===== config.mk =====
export PLATFORM = sky130hd
export DESIGN_NAME = byte_checksum_engine
export DESIGN_NICKNAME = d
export VERILOG_FILES = /design/src/rtl/bce_pkg.sv /design/src/rtl/bce_in_reg.sv /design/src/rtl/bce_accum.sv /design/src/rtl/byte_checksum_engine.sv
export SDC_FILE = /design/constraint.sdc
export NUM_CORES = 1
export LEC_CHECK = 0
export ABC_AREA = 1
export BUFFER_PORTS_ARGS = -buffer_cell sky130_fd_sc_hd__buf_2
export CORE_ASPECT_RATIO = 1.2
export CORE_UTILIZATION = 60
export CTS_BUF_LIST = sky130_fd_sc_hd__clkbuf_8 sky130_fd_sc_hd__clkbuf_16
export CTS_CLUSTER_SIZE = 25
export DETAILED_ROUTE_END_ITERATION = 16
export PLACE_DENSITY = 0.8
export SYNTH_ARGS = -nofsm -noshare
export SYNTH_HDL_FRONTEND = slang
export SYNTH_SLANG_ARGS = --single-unit

===== constraint.sdc =====
create_clock -name clk -period 3.54 [get_ports clk]
set_clock_uncertainty 0.15 [all_clocks]
set_input_delay 0.354 -clock clk [delete_from_list [all_inputs] [get_ports clk]]
set_output_delay 0.354 -clock clk [all_outputs]
set_load 0.01 [all_outputs]

===== src/rtl/bce_pkg.sv =====
// Shared types, operation codes and the CRC byte step for the byte checksum engine.
// Has no dependencies. All other rtl files refer to it by scoped names.
`default_nettype none

package bce_pkg;

	localparam int unsigned OpW = 3;

	localparam logic [OpW-1:0] OP_PASS   = 3'd0;
	localparam logic [OpW-1:0] OP_SUM    = 3'd1;
	localparam logic [OpW-1:0] OP_XOR    = 3'd2;
	localparam logic [OpW-1:0] OP_INVERT = 3'd3;
	localparam logic [OpW-1:0] OP_CRC16  = 3'd4;

	localparam logic [15:0] CRC_POLY = 16'hA001;

	typedef struct packed {
		logic [7:0] data_byte;
		logic       last_byte;
	} item_t;

	typedef struct packed {
		logic        valid;
		logic [31:0] result_value;
		logic        is_check;
	} res_t;

	// Reflected CRC-16, eight shifts of one byte unrolled
	function automatic logic [15:0] crc_byte(input logic [15:0] crc_in, input logic [7:0] b);
		logic [15:0] crc;
		crc = crc_in ^ {8'h00, b};
		for (int k = 0; k < 8; k++) begin
			if (crc[0]) begin
				crc = (crc >> 1) ^ CRC_POLY;
			end else begin
				crc = crc >> 1;
			end
		end
		return crc;
	endfunction

endpackage

`default_nettype wire


===== src/rtl/bce_in_reg.sv =====
// Input register stage of the byte checksum engine: holds one request until it moves on.
// Depends on bce_pkg for the item type.
`default_nettype none

module bce_in_reg (
	input  wire logic          clk,
	input  wire logic          arst_n,
	input  wire logic          in_valid,
	output logic               in_ready,
	input  wire bce_pkg::item_t in_item,
	input  wire logic          advance,
	output logic               s1_valid,
	output bce_pkg::item_t     s1_item
);

	logic           valid_s1;
	bce_pkg::item_t item_s1;

	// Take a new request when empty or when the held one leaves this cycle
	assign in_ready = !valid_s1 || advance;

	always_ff @(posedge clk or negedge arst_n) begin
		if (!arst_n) begin
			valid_s1 <= 1'b0;
		end else if (in_ready) begin
			valid_s1 <= in_valid;
		end
	end

	always_ff @(posedge clk) begin
		if (in_ready && in_valid) begin
			item_s1 <= in_item;
		end
	end

	assign s1_valid = valid_s1;
	assign s1_item  = item_s1;

endmodule

`default_nettype wire


===== src/rtl/bce_accum.sv =====
// Accumulators (sum, xor, CRC) and the per-byte result logic of the byte checksum engine.
// Depends on bce_pkg for codes, types and the CRC byte step.
`default_nettype none

module bce_accum (
	input  wire logic                    clk,
	input  wire logic                    arst_n,
	input  wire logic                    fire,
	input  wire bce_pkg::item_t          item,
	input  wire logic [bce_pkg::OpW-1:0] operation,
	output bce_pkg::res_t                res
);

	logic [31:0] sum_q;
	logic [7:0]  xor_q;
	logic [15:0] crc_q;

	logic [31:0] sum_nxt;
	logic [7:0]  xor_nxt;
	logic [15:0] crc_nxt;

	assign sum_nxt = sum_q + {24'd0, item.data_byte};
	assign xor_nxt = xor_q ^ item.data_byte;
	assign crc_nxt = bce_pkg::crc_byte(crc_q, item.data_byte);

	always_comb begin
		res = '0;
		unique case (operation)
			bce_pkg::OP_PASS: begin
				res.valid        = 1'b1;
				res.result_value = {24'd0, item.data_byte};
			end
			bce_pkg::OP_INVERT: begin
				res.valid        = 1'b1;
				res.result_value = {24'd0, ~item.data_byte};
			end
			bce_pkg::OP_SUM: begin
				res.valid        = item.last_byte;
				res.is_check     = 1'b1;
				res.result_value = sum_nxt;
			end
			bce_pkg::OP_XOR: begin
				res.valid        = item.last_byte;
				res.is_check     = 1'b1;
				res.result_value = {24'd0, xor_nxt};
			end
			bce_pkg::OP_CRC16: begin
				res.valid        = item.last_byte;
				res.is_check     = 1'b1;
				res.result_value = {16'd0, crc_nxt};
			end
			default: begin
				res = '0;
			end
		endcase
	end

	// Only the accumulator of the current mode moves; a last byte clears all three
	always_ff @(posedge clk or negedge arst_n) begin
		if (!arst_n) begin
			sum_q <= '0;
			xor_q <= '0;
			crc_q <= '0;
		end else if (fire) begin
			if (item.last_byte) begin
				sum_q <= '0;
				xor_q <= '0;
				crc_q <= '0;
			end else begin
				if (operation == bce_pkg::OP_SUM)   sum_q <= sum_nxt;
				if (operation == bce_pkg::OP_XOR)   xor_q <= xor_nxt;
				if (operation == bce_pkg::OP_CRC16) crc_q <= crc_nxt;
			end
		end
	end

endmodule

`default_nettype wire


===== src/rtl/byte_checksum_engine.sv =====
// Top level of the byte checksum engine: config register, input stage, accumulators, output register.
// Depends on bce_pkg, bce_in_reg and bce_accum.
`default_nettype none

// Takes one byte per clock cycle while the output is not stalled; each accepted byte is
// held in the input register and its result in the result register. The eight CRC
// shifts of a byte are unrolled into combinational xor logic next to the sum and xor
// accumulators, so every mode sustains one byte per cycle unless the output stalls.
// Pass-through and invert give one result per byte; sum, xor and crc give one result,
// flagged in tuser, on the byte marked by tlast, after which all accumulators clear. Write the
// operation only while the stream is idle; the register write does not clear the accumulators.
module byte_checksum_engine (
	input  wire logic        clk,
	input  wire logic        arst_n,
	input  wire logic        cfg_valid,
	output logic             cfg_ready,
	input  wire logic [2:0]  cfg_data,      // [2:0] operation
	input  wire logic        s_axis_tvalid,
	output logic             s_axis_tready,
	input  wire logic [7:0]  s_axis_tdata,  // [7:0] data_byte
	input  wire logic        s_axis_tlast,  // last_byte
	output logic             m_axis_tvalid,
	input  wire logic        m_axis_tready,
	output logic [31:0]      m_axis_tdata,  // [31:0] result_value
	output logic             m_axis_tuser   // [0] is_check
);

	logic [bce_pkg::OpW-1:0] op_q;
	logic                    s1_valid;
	bce_pkg::item_t          in_item;
	bce_pkg::item_t          s1_item;
	bce_pkg::res_t           res;
	logic                    advance;
	logic                    fire;
	logic                    out_valid_q;
	logic [31:0]             out_value_q;
	logic                    out_check_q;

	assign cfg_ready = 1'b1;

	always_ff @(posedge clk or negedge arst_n) begin
		if (!arst_n) begin
			op_q <= bce_pkg::OP_PASS;
		end else if (cfg_valid) begin
			op_q <= cfg_data;
		end
	end

	assign in_item.data_byte = s_axis_tdata;
	assign in_item.last_byte = s_axis_tlast;

	// Stage 1 moves on whenever the result register is free or being drained
	assign advance = !out_valid_q || m_axis_tready;
	assign fire    = s1_valid && advance;

	bce_in_reg u_in_reg (
		.clk      (clk),
		.arst_n   (arst_n),
		.in_valid (s_axis_tvalid),
		.in_ready (s_axis_tready),
		.in_item  (in_item),
		.advance  (advance),
		.s1_valid (s1_valid),
		.s1_item  (s1_item)
	);

	bce_accum u_accum (
		.clk       (clk),
		.arst_n    (arst_n),
		.fire      (fire),
		.item      (s1_item),
		.operation (op_q),
		.res       (res)
	);

	always_ff @(posedge clk or negedge arst_n) begin
		if (!arst_n) begin
			out_valid_q <= 1'b0;
		end else if (advance) begin
			out_valid_q <= s1_valid && res.valid;
		end
	end

	always_ff @(posedge clk) begin
		if (fire && res.valid) begin
			out_value_q <= res.result_value;
			out_check_q <= res.is_check;
		end
	end

	assign m_axis_tvalid = out_valid_q;
	assign m_axis_tdata  = out_value_q;
	assign m_axis_tuser  = out_check_q;

	// A full input stage that cannot move on must refuse new requests
	a_no_overrun: assert property (@(posedge clk) disable iff (!arst_n)
		s1_valid && !advance |-> !s_axis_tready)
		else $error("input stage accepted a request while stalled");

	// A byte result carries only eight significant bits
	a_byte_width: assert property (@(posedge clk) disable iff (!arst_n)
		m_axis_tvalid && !m_axis_tuser |-> m_axis_tdata[31:8] == 24'd0)
		else $error("byte result wider than eight bits");

	// A CRC result carries only sixteen significant bits
	a_crc_width: assert property (@(posedge clk) disable iff (!arst_n)
		m_axis_tvalid && m_axis_tuser && op_q == bce_pkg::OP_CRC16
		|-> m_axis_tdata[31:16] == 16'd0)
		else $error("crc result wider than sixteen bits");

	// A result only appears from a byte that left the input stage
	a_result_source: assert property (@(posedge clk) disable iff (!arst_n)
		!m_axis_tvalid ##1 m_axis_tvalid |-> $past(fire))
		else $error("result appeared without a byte leaving stage 1");

endmodule

`default_nettype wire


==> run summary <==
The run finished with clean final reports. The sequential cell area fraction in the yosys report was 0.492; the count of nets after finishing was 756. The area of all placed cells without fillers was 6370 sq um. After global routing the overflow that remains totals 0. Each instance of the synthesized netlist takes up on average 8.58 sq um. By startpoint and endpoint, the worst setup path is classified as reg -> reg. The initial detailed-routing violation count is 250. Yosys instantiated no cell more often than sky130_fd_sc_hd__nand2_1. The number of setup violations in the final report is 0, and the clock transition at the registers of the reported paths is 0.10 ns. For the top-level I/O count, the log shows 53. Setup repair after global routing left no endpoint under its margin. The data arrival time of the worst path was 2.75 ns.

The placed instances occupy a cell area of 6070 sq um. The tools report the post-synth net total as 687. The core region is 9130 sq um. The met1 capacity usage during global routing is 0.376, and the final period demand of the worst path is 2.80 ns. The first TritonRoute pass finished after 5 iterations. The cell count after synthesis came out at 661.

In this run the worst hold path is classified as in -> reg. For this run, the number of standard cells in the final layout without fillers is 855. For the worst-skew pair, the clock arrives at the later sink with an insertion delay of 0.39 ns. The tools report the effective utilization at floorplan as 0.621. The tools report the sink count of the clock tree as 103.

The run gives 0 as the antenna diode count. The sequential cell area in the final layout was 2790 sq um. The share of the cycle needed by the critical path after routing came out at 0.790. The number of cell rows came out at 38.

The synthesized flop and latch total is 103. In the final layout, the multi-input gates occupy 2500 sq um. The floorplan die height was 109 um.

The run gives 0.327 as the combined global-route utilization of all metal layers. The number of H-tree levels came out at 3. Sorting the synthesized cells by how often they occur yields 187 x sky130_fd_sc_hd__nand2_1, 73 x sky130_fd_sc_hd__inv_1, 61 x sky130_fd_sc_hd__dfrtp_1, 49 x sky130_fd_sc_hd__nand3_1, 42 x sky130_fd_sc_hd__edfxtp_1.

For the leakage power summed over all cells, the log shows 0.00282 uW. Leading register cell type out of synthesis: sky130_fd_sc_hd__dfrtp_1. In the final timing run, aggregate negative setup slack is 0 ns. The worst path meets setup with 0.743 ns of slack. The total count of max-transition violations in the final report is 0, and the async set-reset flop share out of synthesis is 0.592.

The logs give 0 for the number of antenna violations at the first check in global routing and 0 for the number of max-capacitance violations reported. Detailed routing inserted a total of 4,952 vias. The global routing met2 resource utilization is 0.580, and the placed instance count is 829. For the count of final hold-check violations, the log shows 0. The logs give 24.3 mm for the first-pass GRT wire length and 0.0229 ns for the final-layout worst hold slack. The number of gates resized after CTS was 0. The number of enable-type register cells in the synthesized netlist is 42, and the synthesis-to-finish area growth is 12.3%. STA classifies the critical path endpoint as a flop. Power per unit of standard cell area: 477 nW/um^2. The worst-case headroom to the max-slew limit is 0.400, and the count of different cell masters after synthesis is 48. After filler insertion, the fill cell instance count of the layout stands at 739. The met3 usage in global routing is 0.0387, and the maximum frequency from static timing analysis is 0.358 GHz. The worst setup path is launched from a flop. In the routed design, unresolved DRC markers number 0. The tools report the buffer count from post-CTS setup fixing as 0. The tools report the die area as 9850 sq um. The maximum vdd drop is 318 uV.

Total wirelength of the detailed-routed design: 15.0 mm. The count of nets left with antenna violations once routing finished came out at 0. For the pin with the worst max-slew slack, the measured transition is 0.900 ns.

Ratio of cells with drive above 1 in the final layout: 0.169. The HPWL after detailed placement is 10.8 mm. TritonCTS built the clock tree. The overall die width came out at 90.8 um.

During placement, the flow inserted port buffers numbering 51. The via count of the first global-routing pass was 4,949. The average wire per cell in the routed design is 17.5 um, and the data required time of the critical path is 3.49 ns. The largest total area in the synthesized netlist belongs to sky130_fd_sc_hd__dfrtp_1.

The biggest fanout along the worst timing path was 7; the post-detailed-route via-to-cell ratio was 5.79. The fraction of synthesized cell area taken by the top area cell type was 0.269; the CTS buffer count was 9. The buffer depth of the longest clock path came out at 2. The layer with the highest usage after global routing is met2.

The worst slack after detailed placement came out at 0.770 ns. The yosys synthesis warning count came out at 0. Clock tree synthesis selected as its root buffer the cell sky130_fd_sc_hd__clkbuf_8. Pin count of the biggest net entering global routing: 34.

At the end of routability-driven placement, the weighted congestion stood at 0.972. The tools report the post-synthesis instance area as 5670 sq um. Yosys attributes the largest share of cell area to sky130_fd_sc_hd__dfrtp_1 27%, sky130_fd_sc_hd__edfxtp_1 22%, sky130_fd_sc_hd__nand2_1 12%.
## through the flow
stage | util | total power [uW]
6_report | 0.698 | 3040
5_1_grt | 0.698 | 3180
3_5_place_dp | 0.665 | 2280
2_1_floorplan | - | 2030
3_3_place_gp | 0.665 | 2260
4_1_cts | 0.698 | 3030
## cells by family (layout without fill, tap and decap cells)
kind of cell | after synthesis | in the layout | share of synthesized area
other | 1 | 1 | 0.000661
AO/OA/AOI/OAI | 106 | 106 | 0.126
flip-flops | 103 | 103 | 0.492
XOR/XNOR | 21 | 21 | 0.0324
AND/OR/NAND/NOR | 326 | 326 | 0.259
buffers and inverters | 95 | 169 | 0.0695
adder cells (fa/ha/maj) | 9 | 9 | 0.0212
## placed cells by master, fill, tap and decap left out, types with 6 or more instances in the layout
cell type | Yosys | final
sky130_fd_sc_hd__o22ai_1 | 26 | 26
sky130_fd_sc_hd__ha_1 | 8 | 8
sky130_fd_sc_hd__o22ai_2 | 8 | 8
sky130_fd_sc_hd__buf_4 | 2 | 8
sky130_fd_sc_hd__dlygate4sd3_1 | 0 | 10
sky130_fd_sc_hd__edfxtp_1 | 42 | 42
sky130_fd_sc_hd__xor2_1 | 16 | 16
sky130_fd_sc_hd__nand4_1 | 12 | 12
sky130_fd_sc_hd__a21oi_1 | 10 | 10
sky130_fd_sc_hd__nor2_1 | 40 | 39
sky130_fd_sc_hd__o21ai_1 | 14 | 14
sky130_fd_sc_hd__dfrtp_1 | 61 | 61
sky130_fd_sc_hd__nand2_1 | 187 | 187
sky130_fd_sc_hd__clkbuf_8 | 0 | 10
sky130_fd_sc_hd__nor2_4 | 5 | 6
sky130_fd_sc_hd__inv_1 | 73 | 75
sky130_fd_sc_hd__nand2_2 | 10 | 10
sky130_fd_sc_hd__o21ai_0 | 25 | 25
sky130_fd_sc_hd__nand3_1 | 49 | 49
sky130_fd_sc_hd__buf_2 | 2 | 51
sky130_fd_sc_hd__nor4_1 | 7 | 7
sky130_fd_sc_hd__inv_2 | 9 | 9
## flip-flops by register name (all words and copies together) (netlist names)
register	flops
m_axis_tdata	32
m_axis_tuser	1
m_axis_tvalid	1
op_q	3
u_accum.crc_q	16
u_accum.sum_q	32
u_accum.xor_q	8
u_in_reg.s1_item	9
u_in_reg.s1_valid	1
## final cells by class
class	instances	share of cell area
clock inverter	6	0.00943
clock buffer	10	0.0216
sequential	103	0.438
tap	120	0.0236
timing repair buffer	69	0.0652
multi-input combinational	463	0.392
inverter	84	0.0503
## routing by layer
metal	vias to the layer above	share of wire	routed length [um]
li1	2359	-	-
met1	2353	0.40	5930
met2	187	0.50	7560
met3	53	0.048	726
met4	0	0.050	752
met5	-	0	0
## report_power, final
group / total, uW / internal (uW) / switching, uW
clock network: 769 / 346 / 424
logic: 802 / 269 / 534
registers: 1470 / 1390 / 78.7
## critical path, cell delays in order, from the launching register on
cell and delay [ns]:
sky130_fd_sc_hd__edfxtp_1 0.43, sky130_fd_sc_hd__ha_1 0.26, sky130_fd_sc_hd__inv_1 0.07, sky130_fd_sc_hd__fa_1 0.39, sky130_fd_sc_hd__inv_1 0.13, sky130_fd_sc_hd__nand3_2 0.08
sky130_fd_sc_hd__nand2_2 0.11, sky130_fd_sc_hd__inv_2 0.05, sky130_fd_sc_hd__o21ai_4 0.23, sky130_fd_sc_hd__nand2_4 0.12, sky130_fd_sc_hd__nor2_4 0.12, sky130_fd_sc_hd__xor2_1 0.23
sky130_fd_sc_hd__o22ai_1 0.12
## timing repair
action,in CTS,in global routing
hold endpoints to repair,40,0
setup endpoints to repair,0,0
hold buffers,10,0
## worst paths after layout
check / start / endpoint / slack, ns / cells after the start
max: u_in_reg.s1_item[1]$_DFFE_PP_ / m_axis_tdata[14]$_DFFE_PP_ / 0.74 / 12
min: s_axis_tvalid / u_in_reg.s1_valid$_DFFE_PN0N_ / 0.02 / 3
max reg2reg: u_in_reg.s1_item[1]$_DFFE_PP_ / m_axis_tdata[14]$_DFFE_PP_ / 0.74 / 12
min reg2reg: u_accum.sum_q[4]$_DFFE_PN0P_ / u_accum.sum_q[4]$_DFFE_PN0P_ / 0.35 / 2
max in group asynchronous: arst_n / u_accum.crc_q[3]$_DFFE_PN0P_ / 1.99 / 3
min in group asynchronous: arst_n / u_accum.sum_q[20]$_DFFE_PN0P_ / 0.47 / 2
No activity file was read; power rests on OpenSTA's default activity.
